File: src/rtl/nrsss_pkg.sv
`default_nettype none
// ---------------------------------------------------------------------------
// nrsss_pkg: shared types, constants and functions
// Fixed-point constants, the CORDIC arctangent table and the record types
// that travel along the rectangle pipeline.
// ---------------------------------------------------------------------------
package nrsss_pkg;

  localparam int CORDIC_STAGES = 16;
  localparam int DIM_BITS      = 13;
  localparam int DIV_BITS      = 35;
  localparam int XY_W          = 34;

  localparam logic signed [17:0] PI_Q13      = 18'sd25736;
  localparam logic signed [17:0] HALF_PI_Q13 = 18'sd12868;
  localparam logic signed [17:0] TWO_PI_Q13  = 18'sd51472;
  localparam logic signed [XY_W-1:0] CORDIC_GAIN_Q30 = 34'sd652032874;

  // Register indexes of the configuration port.
  localparam logic [2:0] REG_ROT_EN  = 3'd0;
  localparam logic [2:0] REG_ROT_OFS = 3'd1;
  localparam logic [2:0] REG_SHIFT_X = 3'd2;
  localparam logic [2:0] REG_SHIFT_Y = 3'd3;
  localparam logic [2:0] REG_SCALE_X = 3'd4;
  localparam logic [2:0] REG_SCALE_Y = 3'd5;
  localparam logic [2:0] REG_SQUARE  = 3'd6;

  // Square modes.
  localparam logic [1:0] SQ_LONG  = 2'd1;
  localparam logic [1:0] SQ_SHORT = 2'd2;

  typedef struct packed {
    logic signed [XY_W-1:0] x;
    logic signed [XY_W-1:0] y;
    logic signed [XY_W-1:0] z;
  } cordic_t;

  typedef struct packed {
    logic [DIM_BITS:0]   rem;
    logic [DIV_BITS-1:0] nq;
  } div_t;

  typedef struct packed {
    logic signed [19:0] cx;
    logic signed [19:0] cy;
    logic [18:0]        w;
    logic [18:0]        h;
    logic [DIM_BITS:0]  dw;
    logic [DIM_BITS:0]  dh;
    logic signed [23:0] tx;
    logic signed [23:0] ty;
    logic               azero;
    logic               neg;
    logic               sgnx;
    logic               sgny;
  } ctx_t;

  // arctan(2^-i) in Q0.30.
  function automatic logic [29:0] atan_q30(input logic [4:0] i);
    logic [29:0] r;
    case (i)
      5'd0:  r = 30'd843314857;
      5'd1:  r = 30'd497837829;
      5'd2:  r = 30'd263043837;
      5'd3:  r = 30'd133525159;
      5'd4:  r = 30'd67021687;
      5'd5:  r = 30'd33543516;
      5'd6:  r = 30'd16775851;
      5'd7:  r = 30'd8388437;
      5'd8:  r = 30'd4194283;
      5'd9:  r = 30'd2097149;
      5'd10: r = 30'd1048576;
      5'd11: r = 30'd524288;
      5'd12: r = 30'd262144;
      5'd13: r = 30'd131072;
      5'd14: r = 30'd65536;
      5'd15: r = 30'd32768;
      5'd16: r = 30'd16384;
      5'd17: r = 30'd8192;
      5'd18: r = 30'd4096;
      5'd19: r = 30'd2048;
      5'd20: r = 30'd1024;
      5'd21: r = 30'd512;
      5'd22: r = 30'd256;
      5'd23: r = 30'd128;
      default: r = 30'd0;
    endcase
    return r;
  endfunction

  // One correction step into [-pi, pi).
  function automatic logic signed [17:0] wrap_angle(input logic signed [17:0] a);
    logic signed [17:0] r;
    r = a;
    if (r < -PI_Q13) r = r + TWO_PI_Q13;
    if (r >= PI_Q13) r = r - TWO_PI_Q13;
    return r;
  endfunction

  // Image dimension: zero reads as one, large values clamp.
  function automatic logic [DIM_BITS:0] dim_clamp(input logic [13:0] v);
    logic [DIM_BITS:0] r;
    if (v == 14'd0) r = (DIM_BITS+1)'(1);
    else if (v > 14'(1 << DIM_BITS)) r = (DIM_BITS+1)'(1 << DIM_BITS);
    else r = (DIM_BITS+1)'(v);
    return r;
  endfunction

endpackage
`default_nettype wire

File: src/rtl/nrsss_cordic_cell.sv
`default_nettype none
// ---------------------------------------------------------------------------
// nrsss_cordic_cell: one rotation-mode CORDIC iteration
// Rotates by +/- arctan(2^-i) and registers the result for the next cell.
// ---------------------------------------------------------------------------
module nrsss_cordic_cell (
  input  wire logic              clk_i,
  input  wire logic              en_i,
  input  wire logic [4:0]        idx_i,
  input  wire nrsss_pkg::cordic_t d_i,
  output nrsss_pkg::cordic_t     d_o
);
  import nrsss_pkg::*;

  logic signed [XY_W-1:0] dx, dy, at;
  cordic_t d_d, d_q;

  always_comb begin
    dx = d_i.y >>> idx_i;
    dy = d_i.x >>> idx_i;
    at = $signed({4'b0, atan_q30(idx_i)});
    if (!d_i.z[XY_W-1]) begin
      d_d.x = d_i.x - dx;
      d_d.y = d_i.y + dy;
      d_d.z = d_i.z - at;
    end else begin
      d_d.x = d_i.x + dx;
      d_d.y = d_i.y - dy;
      d_d.z = d_i.z + at;
    end
  end

  always_ff @(posedge clk_i) begin
    if (en_i) d_q <= d_d;
  end

  assign d_o = d_q;
endmodule
`default_nettype wire

File: config.mk
export PLATFORM = sky130hd
export DESIGN_NAME = nrsss_cordic_cell
export DESIGN_NICKNAME = d
export VERILOG_FILES = /design/src/rtl/nrsss_pkg.sv /design/src/rtl/nrsss_cordic_cell.sv
export SDC_FILE = /design/constraint.sdc
export NUM_CORES = 1
export LEC_CHECK = 0
export ABC_CLOCK_PERIOD_IN_PS = 8600
export BUFFER_PORTS_ARGS = -buffer_cell sky130_fd_sc_hd__buf_2
export CORE_UTILIZATION = 40
export CTS_CLUSTER_DIAMETER = 40
export DETAILED_ROUTE_END_ITERATION = 12
export PLACE_DENSITY = 0.71
export SETUP_SLACK_MARGIN = 0.1
export SYNTH_ARGS = -nofsm -noshare
export SYNTH_HDL_FRONTEND = slang
export SYNTH_SLANG_ARGS = --single-unit
File: constraint.sdc
create_clock -name clk_i -period 8.6 [get_ports clk_i]
set_input_delay 1.29 -clock clk_i [delete_from_list [all_inputs] [get_ports clk_i]]
set_output_delay 1.29 -clock clk_i [all_outputs]
set_load 0.01 [all_outputs]
==> run summary <==
wire length per cell - 22.0 um
Root Driver - clkbuf_16
Worst Hold Class - in -> reg
GR Util All Layers - 26.5%
synth top area cells - edfxtp_1, mux4_2, ha_1
clk buf depth - 2
max_cap viols - 0
worst-margin pin slew - 0.981 ns
CTS buffer count - 9
max-slew violation count - 0
antenna violations before repair - 1
CP required - 8.75 ns
CP Max Fanout - 60
pin count of the biggest net entering global routing - 71
final net count - 2053
Crit. End Element - flop
Core ar. - 37600 um^2
post-CTS sizing - 0
CTS tree - yes
area occupied by multi-input gates - 11500 um^2
Synth top area share - 20.1%
DRC Markers - 0
final wirelength - 51600 um
fraction of registers with async set/reset - 0%
Die X - 197 um
fin crit share - 85.8%
post-CTS setup buffer count - 0
Rows - 71
Yosys warning count - 0
GRT Residual Overflow - 0
Die Y - 197 um
htree depth - 3
Max-Slew Margin vs Limit - 34.4%
fraction of layout cells with a size suffix above 1 - 21.5%
detailed-router iteration count before antenna repair - 6
Hold WS - 1.22 ns
clk sinks - 102
startpoint types - input port
synthesis-stage register bit count - 102
synthesized area per cell - 9.08 um^2
Post-Syn Instances - 1682
Port Buf Inserts - 210
max reg flops - 102
Netlist Area Pre-Place - 15300 um^2
final setup violating endpoints - 0
Hold Fails Final Rpt - 0
diodes inserted - 0
arrival time worst endpoint - 7.53 ns
area grow syn2layout - 11.1%
HP Start - d_i[0]
Post-synth EDFFs - 102
Syn Nets - 1904
first-pass GRT wire length - 79200 um
Reg clk slew, reported paths - 0.07 ns
Via Count - 14500
Fin Setup TNS - 0 ns
CTS Hold Bufs - 0
status - finished clean
io pins - 211
# fillers - 3635
sequential share of the synthesized area - 20.1%
Power Density - 166 nW/um^2
initial core utilization - 40.6%
vias in the first global route - 13700
min Tclk post-route - 7.38 ns
total die area - 38900 um^2
Synth Flop Type - edfxtp_1
VDD IR max - 0.119 mV
drt initial violations - 1360
Via density - 6.19
Leak - 7.10 nW
Register Area - 3060 um^2
Yosys cell types - 96
Max Fclk - 135 MHz
WS Path Type - in -> reg
RSZ-0062 raised after global routing - false
leading area contributor after synthesis - edfxtp_1
Detail Route Antenna Nets - 0
RD Place Congestion - 1.01
post-DP HPWL - 40500 um
crit path launch - idx_i[0]
-- final timing paths --
check | endpoint | slack, ns | cells past startpoint
setup / recovery | d_o[101] | 1.22 | 24
hold / removal | d_o[0] | 1.22 | 2
-- critical path: stages --
cell and delay, ns:
buf_6 0.50, buf_4 0.39, inv_2 0.18, mux2i_1 0.18, mux2i_1 0.13, a211oi_1 0.59, ha_1 0.30, inv_1 0.05
nor3b_1 0.34, and3_1 0.28, and2_1 0.32, a41o_1 0.22, xor2_1 0.15, mux2i_1 0.09, ha_1 0.35, a21o_1 0.17
a21o_1 0.16, a21o_1 0.18, a2111o_1 0.40, o221a_2 0.26, a2111oi_0 0.43, a21oi_1 0.11, a41o_1 0.27, xnor2_1 0.12
-- where the power goes --
group	internal [W]	leakage, nW	switching [W]	total [W]
Clock	0.000254	0.144	0.000195	0.000449
Sequential	0.000746	0.999	0.0000336	0.000780
Combinational	0.000674	5.96	0.000919	0.00159
-- synth_stat cells, types with 32 or more instances --
cell and count:
o21ai_0 77, buf_2 35, a21o_1 56, xnor2_1 109
nor2_1 127, inv_1 44, edfxtp_1 102, mux2i_1 64
nand3_1 34, a21oi_1 149, xor2_1 67, nand2_1 113
clkbuf_1 35, mux4_2 79, a31oi_1 32, mux2_2 35
ha_1 110
-- final cells by class --
class                      count  area share, %
multi-input combinational   1438           67.9
tap                          511           3.77
timing repair buffer         232           7.38
clock inverter                 4          0.420
inverter                      48           1.06
sequential                   102           18.1
clock buffer                  12           1.39
-- routing by layer --
layer  track usage [%]  vias to the layer above  part of all wire, %
met2              41.4                      747                   45
met4              12.9                        2                  4.2
li1                  -                     6730                    -
met3              4.64                      120                  8.3
met1              35.3                     6929                   43
met5                 0                        -                0.016
-- stage by stage --
stage	util [%]	instances	area (um^2)	power, W	setup slack (ns)
after detailed placement	44.3	2331	16700	0.00236	0.858
final	45.1	2347	17000	0.00282	1.22
after global placement	44.3	2331	16700	0.00234	0.947
after CTS	45.1	2347	17000	0.00283	1.25
after floorplan	-	1682	15300	0.00191	1.69
after global routing	45.1	2347	17000	0.00302	0.742
-- cells by family after synthesis --
| family | Yosys count | share of synthesized area (%) |
|---|---|---|
| fa+ha+maj | 113 | 9.41 |
| simple gates | 460 | 15.2 |
| mux | 187 | 19.1 |
| xor+xnor | 176 | 10.1 |
| flops | 102 | 20.1 |
| buf+inv | 142 | 4.47 |
| compound gates | 502 | 21.7 |
-- placed cells by master (no fill, tap or decap), drive strengths merged, types with 13 or more instances in the layout --
cell type,count
a211oi,21
a21o,56
a21oi,149
a31oi,32
and2,21
and3,23
buf,232
edfxtp,102
ha,110
inv,47
mux2,44
mux2i,64
mux4,79
nand2,113
nand2b,24
nand3,34
nor2,127
nor2b,22
nor3,32
o211ai,15
o21a,22
o21ai,82
o21bai,16
or2,13
xnor2,109
xor2,67
Power figures use the tool's default switching activity.
