$ cat src/rtl/nrsss_pkg.sv
`default_nettype none
// ---------------------------------------------------------------------------
// nrsss_pkg: shared types, constants and functions
// Fixed-point constants, the CORDIC arctangent table and the record types
// that travel along the rectangle pipeline.
// ---------------------------------------------------------------------------
package nrsss_pkg;

  localparam int CORDIC_STAGES = 16;
  localparam int DIM_BITS      = 13;
  localparam int DIV_BITS      = 35;
  localparam int XY_W          = 34;

  localparam logic signed [17:0] PI_Q13      = 18'sd25736;
  localparam logic signed [17:0] HALF_PI_Q13 = 18'sd12868;
  localparam logic signed [17:0] TWO_PI_Q13  = 18'sd51472;
  localparam logic signed [XY_W-1:0] CORDIC_GAIN_Q30 = 34'sd652032874;

  // Register indexes of the configuration port.
  localparam logic [2:0] REG_ROT_EN  = 3'd0;
  localparam logic [2:0] REG_ROT_OFS = 3'd1;
  localparam logic [2:0] REG_SHIFT_X = 3'd2;
  localparam logic [2:0] REG_SHIFT_Y = 3'd3;
  localparam logic [2:0] REG_SCALE_X = 3'd4;
  localparam logic [2:0] REG_SCALE_Y = 3'd5;
  localparam logic [2:0] REG_SQUARE  = 3'd6;

  // Square modes.
  localparam logic [1:0] SQ_LONG  = 2'd1;
  localparam logic [1:0] SQ_SHORT = 2'd2;

  typedef struct packed {
    logic signed [XY_W-1:0] x;
    logic signed [XY_W-1:0] y;
    logic signed [XY_W-1:0] z;
  } cordic_t;

  typedef struct packed {
    logic [DIM_BITS:0]   rem;
    logic [DIV_BITS-1:0] nq;
  } div_t;

  typedef struct packed {
    logic signed [19:0] cx;
    logic signed [19:0] cy;
    logic [18:0]        w;
    logic [18:0]        h;
    logic [DIM_BITS:0]  dw;
    logic [DIM_BITS:0]  dh;
    logic signed [23:0] tx;
    logic signed [23:0] ty;
    logic               azero;
    logic               neg;
    logic               sgnx;
    logic               sgny;
  } ctx_t;

  // arctan(2^-i) in Q0.30.
  function automatic logic [29:0] atan_q30(input logic [4:0] i);
    logic [29:0] r;
    case (i)
      5'd0:  r = 30'd843314857;
      5'd1:  r = 30'd497837829;
      5'd2:  r = 30'd263043837;
      5'd3:  r = 30'd133525159;
      5'd4:  r = 30'd67021687;
      5'd5:  r = 30'd33543516;
      5'd6:  r = 30'd16775851;
      5'd7:  r = 30'd8388437;
      5'd8:  r = 30'd4194283;
      5'd9:  r = 30'd2097149;
      5'd10: r = 30'd1048576;
      5'd11: r = 30'd524288;
      5'd12: r = 30'd262144;
      5'd13: r = 30'd131072;
      5'd14: r = 30'd65536;
      5'd15: r = 30'd32768;
      5'd16: r = 30'd16384;
      5'd17: r = 30'd8192;
      5'd18: r = 30'd4096;
      5'd19: r = 30'd2048;
      5'd20: r = 30'd1024;
      5'd21: r = 30'd512;
      5'd22: r = 30'd256;
      5'd23: r = 30'd128;
      default: r = 30'd0;
    endcase
    return r;
  endfunction

  // One correction step into [-pi, pi).
  function automatic logic signed [17:0] wrap_angle(input logic signed [17:0] a);
    logic signed [17:0] r;
    r = a;
    if (r < -PI_Q13) r = r + TWO_PI_Q13;
    if (r >= PI_Q13) r = r - TWO_PI_Q13;
    return r;
  endfunction

  // Image dimension: zero reads as one, large values clamp.
  function automatic logic [DIM_BITS:0] dim_clamp(input logic [13:0] v);
    logic [DIM_BITS:0] r;
    if (v == 14'd0) r = (DIM_BITS+1)'(1);
    else if (v > 14'(1 << DIM_BITS)) r = (DIM_BITS+1)'(1 << DIM_BITS);
    else r = (DIM_BITS+1)'(v);
    return r;
  endfunction

endpackage
`default_nettype wire

$ cat src/rtl/nrsss_div_cell.sv
`default_nettype none
// ---------------------------------------------------------------------------
// nrsss_div_cell: one restoring division step
// Brings in the next dividend bit, trial-subtracts the divisor and shifts
// the quotient bit into the low end of the shared dividend/quotient word.
// ---------------------------------------------------------------------------
module nrsss_div_cell (
  input  wire logic                             clk_i,
  input  wire logic                             en_i,
  input  wire logic [nrsss_pkg::DIM_BITS:0]     dvs_i,
  input  wire nrsss_pkg::div_t                  d_i,
  output nrsss_pkg::div_t                       d_o
);
  import nrsss_pkg::*;

  logic [DIM_BITS+1:0] t, diff;
  logic                ge;
  div_t                d_d, d_q;

  always_comb begin
    t    = {d_i.rem, d_i.nq[DIV_BITS-1]};
    diff = t - {1'b0, dvs_i};
    ge   = (t >= {1'b0, dvs_i});
    d_d.rem = ge ? diff[DIM_BITS:0] : t[DIM_BITS:0];
    d_d.nq  = {d_i.nq[DIV_BITS-2:0], ge};
  end

  always_ff @(posedge clk_i) begin
    if (en_i) d_q <= d_d;
  end

  assign d_o = d_q;
endmodule
`default_nettype wire

$ cat config.mk
export PLATFORM = sky130hd
export DESIGN_NAME = nrsss_div_cell
export DESIGN_NICKNAME = d
export VERILOG_FILES = /design/src/rtl/nrsss_pkg.sv /design/src/rtl/nrsss_div_cell.sv
export SDC_FILE = /design/constraint.sdc
export NUM_CORES = 1
export LEC_CHECK = 0
export ABC_CLOCK_PERIOD_IN_PS = 2600
export BUFFER_PORTS_ARGS = -buffer_cell sky130_fd_sc_hd__buf_2
export CORE_MARGIN = 1
export CORE_UTILIZATION = 46
export CTS_BUF_LIST = sky130_fd_sc_hd__clkbuf_4 sky130_fd_sc_hd__clkbuf_8 sky130_fd_sc_hd__clkbuf_16
export DETAILED_ROUTE_END_ITERATION = 6
export GPL_ROUTABILITY_DRIVEN = 0
export GPL_TIMING_DRIVEN = 0
export PLACE_DENSITY = 0.82
export SYNTH_ARGS = -nofsm -noshare
export SYNTH_HDL_FRONTEND = slang
export SYNTH_SLANG_ARGS = --single-unit
$ cat constraint.sdc
create_clock -name clk_i -period 2.6 [get_ports clk_i]
set_input_delay 0.13 -clock clk_i [delete_from_list [all_inputs] [get_ports clk_i]]
set_output_delay 0.13 -clock clk_i [all_outputs]
set_load 0.005 [all_outputs]
==> results.md, run 1 <==
- Initial core utilization: 48.0%
- Total wire length: 5610 um
- Cell mode on critical path: inv_1
- Tot Pwr: 0.00208 W
- Switch share: 23.2%
- Period utilisation layout: 81.4%
- I/O Pins: 114
- HPWL after DPL: 4040 um
- Sequential cell area: 0.00147 mm2
- Hold-fix buffers, CTS: 4
- Worst Hold Slack: 0.00770 ns
- Drt wl/cell: 14.9 um
- CTS buffer count: 5
- Critical path type: primary input to register
- Core ar.: 0.00514 mm2
- Largest net degree at the start of global routing: 50
- Clk pwr share: 30.8%
- Gr ovfl total: 0
- Status: completed
- H-Tree Depth: 2
- Initial antenna violation count: 0
- DIE AREA: 0.00566 mm2
- Row cnt: 26
- Sequential power share: 47.4%
- Critical Path Max Stage Delay: 0.40 ns
- Critical Path AT: 2.17 ns
- Post-synthesis sequential area ratio: 59.7%
- Worst path slowest cell: fa_1
- Die Y: 75.2 um
- Syn Std Cell Area: 0.00246 mm2
- Fill cells: 413
- Synth top area share: 59.7%
- Crit-path cells: buf_2 > inv_1 > ha_1 > inv_1 > fa_1 > a21oi_1 > o22ai_1 > o21a_1 > o2111ai_1 > o311ai_0 > mux2_4
- Hold Path Class: primary input to register
- Rel. slew slack: 29.0%
- CP startpoint kind: primary input
- Syn Area/Cell: 14.3 um2
- Psw: 0.000482 W
- Setup bufs post-CTS: 0
- Initial DRC count: 63
- Synthesis-stage register bit count: 49
- Crit-path max FO: 6
- Comb pwr share: 21.8%
- Synthesized instance count: 172
- Overall routing resource usage: 18.5%
- Worst Max-Slew Pin Slew: 1.07 ns
- Area delta synth->final: 37.4%
- P_int: 0.00160 W
- Max-cap violations: 0
- Post-route ant nets: 0
- Sum Neg Setup Slack: 0 ns
- Yosys warns: 0
- Global-route wire length before repair: 7720 um
- Drc violations: 0
- FMAX: 472 MHz
- Post-synth cell types: 45
- PwrDens: 614 mW/mm2
- Yosys top cell by area: edfxtp_1
- Worst setup EP type: register
- Layout cells sized above 1: 47.1%
- Clk sinks: 49
- Max reg flops: 49
- Vias in the first global route: 1689
- Data required time of the worst path: 2.65 ns
- Buf/Inv on CP: 3
- Clk slew on worst S/H paths: 0.09 ns
- Final min period: 2.12 ns
- N_diodes: 0
- First-pass DRT Iterations: 4
- Leakage: 1.55 nW
- CTS root buf: clkbuf_8
- Hold Vio Cnt, Final: 0
- Final Setup Violations: 0
- Vias/cell: 4.97
- CTS tree: done
- Max IR drop VDD: 281 uV
- RSZ-0062 raised after global routing: no
- IO buf count: 113
- Max Slew Vio Count: 0
- Syn Nets: 253
- DR vias: 1869
- Worst path top cell family by delay: compound AO/OA/AOI/OAI gates
- Top post-synthesis cells by area: edfxtp_1, ha_1, mux2_4
- Die Width: 75.2 um
- Clk buf depth: 2
- Resize count post-CTS: 0
- Final Net Count: 386
- Area of the multi-input gates: 903 um2
[per-layer routing]
layer / GRT usage (%) / vias up / share of wire [%] / wire [um]
met5: 0 / - / 0 / 0
met4: 6.17 / 0 / 1.2 / 66
met3: 4.28 / 8 / 7.0 / 392
met2: 33.5 / 83 / 54 / 3020
met1: 21.7 / 868 / 38 / 2120
li1: - / 910 / - / -
[worst paths after layout]
path / cells after the start / slack (ns) / endpoint / startpoint
worst max-delay path: 11 / 0.48 / d_o[47]$_DFFE_PP_ / d_i[34]
worst min-delay path: 1 / 0.008 / d_o[11]$_DFFE_PP_ / d_i[10]
[cells in the mapped netlist (all sizes together)]
| cell | n |
|---|---|
| edfxtp | 49 |
| inv | 20 |
| ha | 15 |
| mux2 | 13 |
| xnor2 | 8 |
| a21oi | 7 |
| o21a | 6 |
| nor2 | 4 |
| nor2b | 4 |
| nand2 | 3 |
| nor3 | 3 |
| o21ai | 3 |
| a211oi | 2 |
| and3 | 2 |
| mux2i | 2 |
| nand3 | 2 |
| nand4 | 2 |
| o2111ai | 2 |
| o22ai | 2 |
| or3 | 2 |
| xor2 | 2 |
| a211o | 1 |
| a21o | 1 |
| a31o | 1 |
| a31oi | 1 |
| a41oi | 1 |
| and4 | 1 |
| buf | 1 |
| clkbuf | 1 |
| fa | 1 |
| nand3b | 1 |
| o211a | 1 |
| o211ai | 1 |
| o21ba | 1 |
| o21bai | 1 |
| o22a | 1 |
| o311ai | 1 |
| o31ai | 1 |
| o41ai | 1 |
| or2 | 1 |
[power by group through the flow]
stage	Clock [W]	Combinational, W	Sequential, W
2_1_floorplan	0	0.000237	0.00102
3_5_place_dp	0	0.000435	0.00100
6_report	0.000640	0.000453	0.000986
5_1_grt	0.000684	0.000503	0.000996
4_1_cts	0.000653	0.000443	0.000987
3_3_place_gp	0	0.000420	0.00100
[final cells by class]
class / instances / share of cell area, %
buffer: 2 / 0.443
clock inverter: 3 / 2.03
sequential: 49 / 43.5
inverter: 20 / 2.22
tap: 70 / 2.59
clock buffer: 5 / 2.03
timing repair buffer: 126 / 20.5
multi-input combinational: 101 / 26.7
[metrics by stage]
stage | cells | setup WS (ns) | area, um2 | utilization (%)
after global placement | 355 | 0.169 | 3120 | 60.7
after global routing | 376 | 0.336 | 3390 | 65.9
after detailed placement | 355 | 0.165 | 3120 | 60.7
final | 376 | 0.482 | 3390 | 65.9
after floorplan | 172 | 0.519 | 2460 | -
after CTS | 367 | 0.499 | 3300 | 64.1
[kinds of logic after synthesis]
logic type | after synthesis | synth area share (%)
muxes | 15 | 7.97
xor gates and xnor gates | 10 | 3.55
adders and majority gates | 16 | 8.43
DFF | 49 | 59.7
AOI/OAI and AO/OA | 35 | 10.8
buffers and inverters | 22 | 3.65
and+or+nand+nor | 25 | 5.89
[cell usage in the layout (no fill, tap or decap), types with 2 or more instances in the layout]
master / synthesis / final
nand2_1: 3 / 3
nand4_1: 2 / 2
o21ai_0: 2 / 2
buf_2: 0 / 113
nor2b_1: 3 / 3
nor2_1: 4 / 4
and3_1: 2 / 2
o2111ai_1: 2 / 2
dlygate4sd3_1: 0 / 13
mux2_4: 8 / 8
mux2i_1: 2 / 2
ha_1: 15 / 15
xnor2_1: 8 / 8
mux2_2: 5 / 5
o21a_1: 5 / 5
a21oi_1: 7 / 7
or3_1: 2 / 2
nor3_1: 3 / 3
edfxtp_1: 49 / 49
o22ai_1: 2 / 2
inv_1: 20 / 20
xor2_1: 2 / 2
clkbuf_8: 0 / 5
bufinv_16: 0 / 2
nand3_1: 2 / 2
Note: power is estimated with default switching activity, not from simulation.
==> run 2: changes to the inputs <==
--- a/config.mk
+++ b/config.mk
@@ -5,15 +5,15 @@
 export SDC_FILE = /design/constraint.sdc
 export NUM_CORES = 1
 export LEC_CHECK = 0
-export ABC_CLOCK_PERIOD_IN_PS = 2600
+export ABC_CLOCK_PERIOD_IN_PS = 1900
 export BUFFER_PORTS_ARGS = -buffer_cell sky130_fd_sc_hd__buf_2
 export CORE_MARGIN = 1
-export CORE_UTILIZATION = 46
+export CORE_UTILIZATION = 42
 export CTS_BUF_LIST = sky130_fd_sc_hd__clkbuf_4 sky130_fd_sc_hd__clkbuf_8 sky130_fd_sc_hd__clkbuf_16
 export DETAILED_ROUTE_END_ITERATION = 6
 export GPL_ROUTABILITY_DRIVEN = 0
 export GPL_TIMING_DRIVEN = 0
-export PLACE_DENSITY = 0.82
+export PLACE_DENSITY = 0.79
 export SYNTH_ARGS = -nofsm -noshare
 export SYNTH_HDL_FRONTEND = slang
 export SYNTH_SLANG_ARGS = --single-unit
==> constraint.sdc (replaced) <==
create_clock -name clk_i -period 1.9 [get_ports clk_i]
set_input_delay 0.095 -clock clk_i [delete_from_list [all_inputs] [get_ports clk_i]]
set_output_delay 0.095 -clock clk_i [all_outputs]
set_load 0.005 [all_outputs]
==> run 2 against run 1 <==
  * Sequential cell count unchanged
  * Die area up 9.3%
  * Setup slack worse by 0.43 ns
  * First-iteration DRC count up 30%
  * Sequential share of layout area down 5.0 points
  * Power up 37%
  * Via count up 6.9%
  * Hold slack better by 0.095 ns
  * Largest power group unchanged
  * Highest routed layer unchanged
==> results.md, run 2 (synthesis gave the netlist of run 1 again) <==
- Post-route ant nets: 0 (unchanged)
- Period utilisation layout: 97.4%
- Worst path slowest cell: fa_2
- Critical Path Max Stage Delay: 0.40 ns (about the same)
- PnR worst setup slack: 0.0495 ns (-0.433 ns)
- Leading cell type in the layout, fill and taps excluded: buf_2
- End of the critical path: d_o[47]$_DFFE_PP_
- Worst setup EP type: register
- N_diodes: 0 (unchanged)
- DR vias: 1998 (+6.9%)
- H-Tree Depth: 2 (unchanged)
- P_int: 0.00214 W (+34%)
- PwrDens: 746 mW/mm2 (+21%)
- Worst Hold Slack: 0.102 ns (+0.0947 ns)
- DIE AREA: 0.00618 mm2 (+9.3%)
- Max reg flops: 49 (unchanged)
- IO buf count: 113 (unchanged)
- HPWL after DPL: 4010 um (-0.93%)
- Largest net degree at the start of global routing: 50 (unchanged)
- Clk buf depth: 2 (unchanged)
- Psw: 0.000714 W (+48%)
- Final min period: 1.85 ns
- Max IR drop VDD: 441 uV (+57%)
- Dpl ws: -0.435 ns (-0.601 ns)
- Row cnt: 27 (+3.8%)
- Most frequent cells in the layout: buf_2, edfxtp_1, dlygate4sd3_1
- Worst Max-Slew Pin Slew: 1.10 ns (+0.0301 ns)
- Die Y: 78.6 um (+4.5%)
- Sum Neg Setup Slack: 0 ns (unchanged)
- CTS tree: done
- Initial antenna violation count: 0 (unchanged)
- Core ar.: 0.00557 mm2 (+8.4%)
- Global-route wire length before repair: 9700 um (+26%)
- Drt wl/cell: 15.6 um (+4.4%)
- Total wire length: 6350 um (+13%)
- Initial DRC count: 82 (+30%)
- Critical Path AT: 1.92 ns (-0.25 ns)
- Fill cells: 387 (-6.3%)
- Hold Path Class: primary input to register
- Initial core utilization: 44.2% (-3.7 points)
- Rel. slew slack: 26.9% (-2.0 points)
- Gr ovfl total: 0 (unchanged)
- Area delta synth->final: 55.3%
- Worst path top cell family by delay: compound AO/OA/AOI/OAI gates
- Buf/Inv on CP: 3 (unchanged)
- Vias/cell: 4.90 (-1.5%)
- Vias in the first global route: 1981 (+17%)
- CTS root buf: clkbuf_8
- Worst setup path start: d_i[34]
- Max Slew Vio Count: 0 (unchanged)
- Die Width: 78.6 um (+4.5%)
- Tot Pwr: 0.00285 W (+37%)
- CP startpoint kind: primary input
- Overall routing resource usage: 21.2% (+2.6 points)
- Clk pwr share: 25.8% (-5.0 points)
- Leakage: 1.69 nW (+9.0%)
- Status: completed
- Clk sinks: 49 (unchanged)
- I/O Pins: 114 (unchanged)
- Sequential power share: 47.4% (about the same)
- Layout cells sized above 1: 53.0% (+5.9 points)
- Critical path type: primary input to register
- Max-cap violations: 0 (unchanged)
- Switch share: 25.0% (+1.8 points)
- Data required time of the worst path: 1.97 ns (-0.68 ns)
- First-pass DRT Iterations: 4 (unchanged)
- Final Setup Violations: 0 (unchanged)
- Worst path depth: 11 (unchanged)
- Crit-path max FO: 6 (unchanged)
- CTS buffer count: 5 (unchanged)
- Drc violations: 0 (unchanged)
- Crit-path cells: buf_6 > inv_12 > ha_4 > inv_2 > fa_2 > a21oi_2 > o22ai_2 > o21a_4 > o2111ai_2 > o311ai_2 > mux2_4
- Final Net Count: 416 (+7.8%)
- Hold Vio Cnt, Final: 0 (unchanged)
- Clk slew on worst S/H paths: 0.10 ns (about the same)
- FMAX: 540 MHz
- Comb pwr share: 26.8% (+5.0 points)
==> run 2: through the flow <==
stage          util, %  area, um2  std cells
2_1_floorplan        -       2590        172
3_3_place_gp      58.2       3240        357
3_5_place_dp      58.2       3240        357
4_1_cts           67.6       3770        406
5_1_grt           68.7       3830        408
6_report          68.7       3830        408
==> run 2: how the worst min path moves through the flow <==
stage             from                end  cells past startpoint
2_1_floorplan   d_i[9]  d_o[10]$_DFFE_PP_                      0
3_3_place_gp   d_i[23]  d_o[24]$_DFFE_PP_                      1
3_5_place_dp   d_i[22]  d_o[23]$_DFFE_PP_                      1
4_1_cts        d_i[44]  d_o[45]$_DFFE_PP_                      2
5_1_grt        d_i[43]  d_o[44]$_DFFE_PP_                      2
6_report       d_i[43]  d_o[44]$_DFFE_PP_                      2
==> run 2: per-layer routing <==
layer | vias to the layer above | track usage (%) | wire length [um]
li1 | 976 | - | -
met4 | 0 | 8.33 | 116
met1 | 935 | 23.0 | 2470
met3 | 11 | 4.42 | 432
met5 | - | 0 | 0
met2 | 76 | 39.7 | 3330
==> run 2: power by group through the flow <==
stage / clock network (W) / registers, W / logic (W)
2_1_floorplan: 0 / 0.00139 / 0.000357
3_5_place_dp: 0 / 0.00137 / 0.000637
5_1_grt: 0.000779 / 0.00136 / 0.000832
4_1_cts: 0.000747 / 0.00135 / 0.000728
6_report: 0.000736 / 0.00135 / 0.000764
3_3_place_gp: 0 / 0.00137 / 0.000622
==> run 2: timing repair <==
action,4_1_cts,5_1_grt
endpoints found under the setup margin,8,9
hold buffers,34,0
resized for setup,5,10
gates cloned,0,0
hold endpoints to repair,34,0
setup buffers,7,3
pin swaps,6,7
==> run 2: area by class of cell <==
class,instances,area [um2],share of cell area [%]
Buffer,2,25.0,0.654
Clock buffer,5,68.8,1.80
Clock inverter,3,41.3,1.08
Inverter,20,97.6,2.55
Multi-Input combinational cell,101,1050,27.5
Sequential cell,49,1470,38.4
Tap cell,72,90.1,2.35
Timing Repair Buffer,156,980,25.6
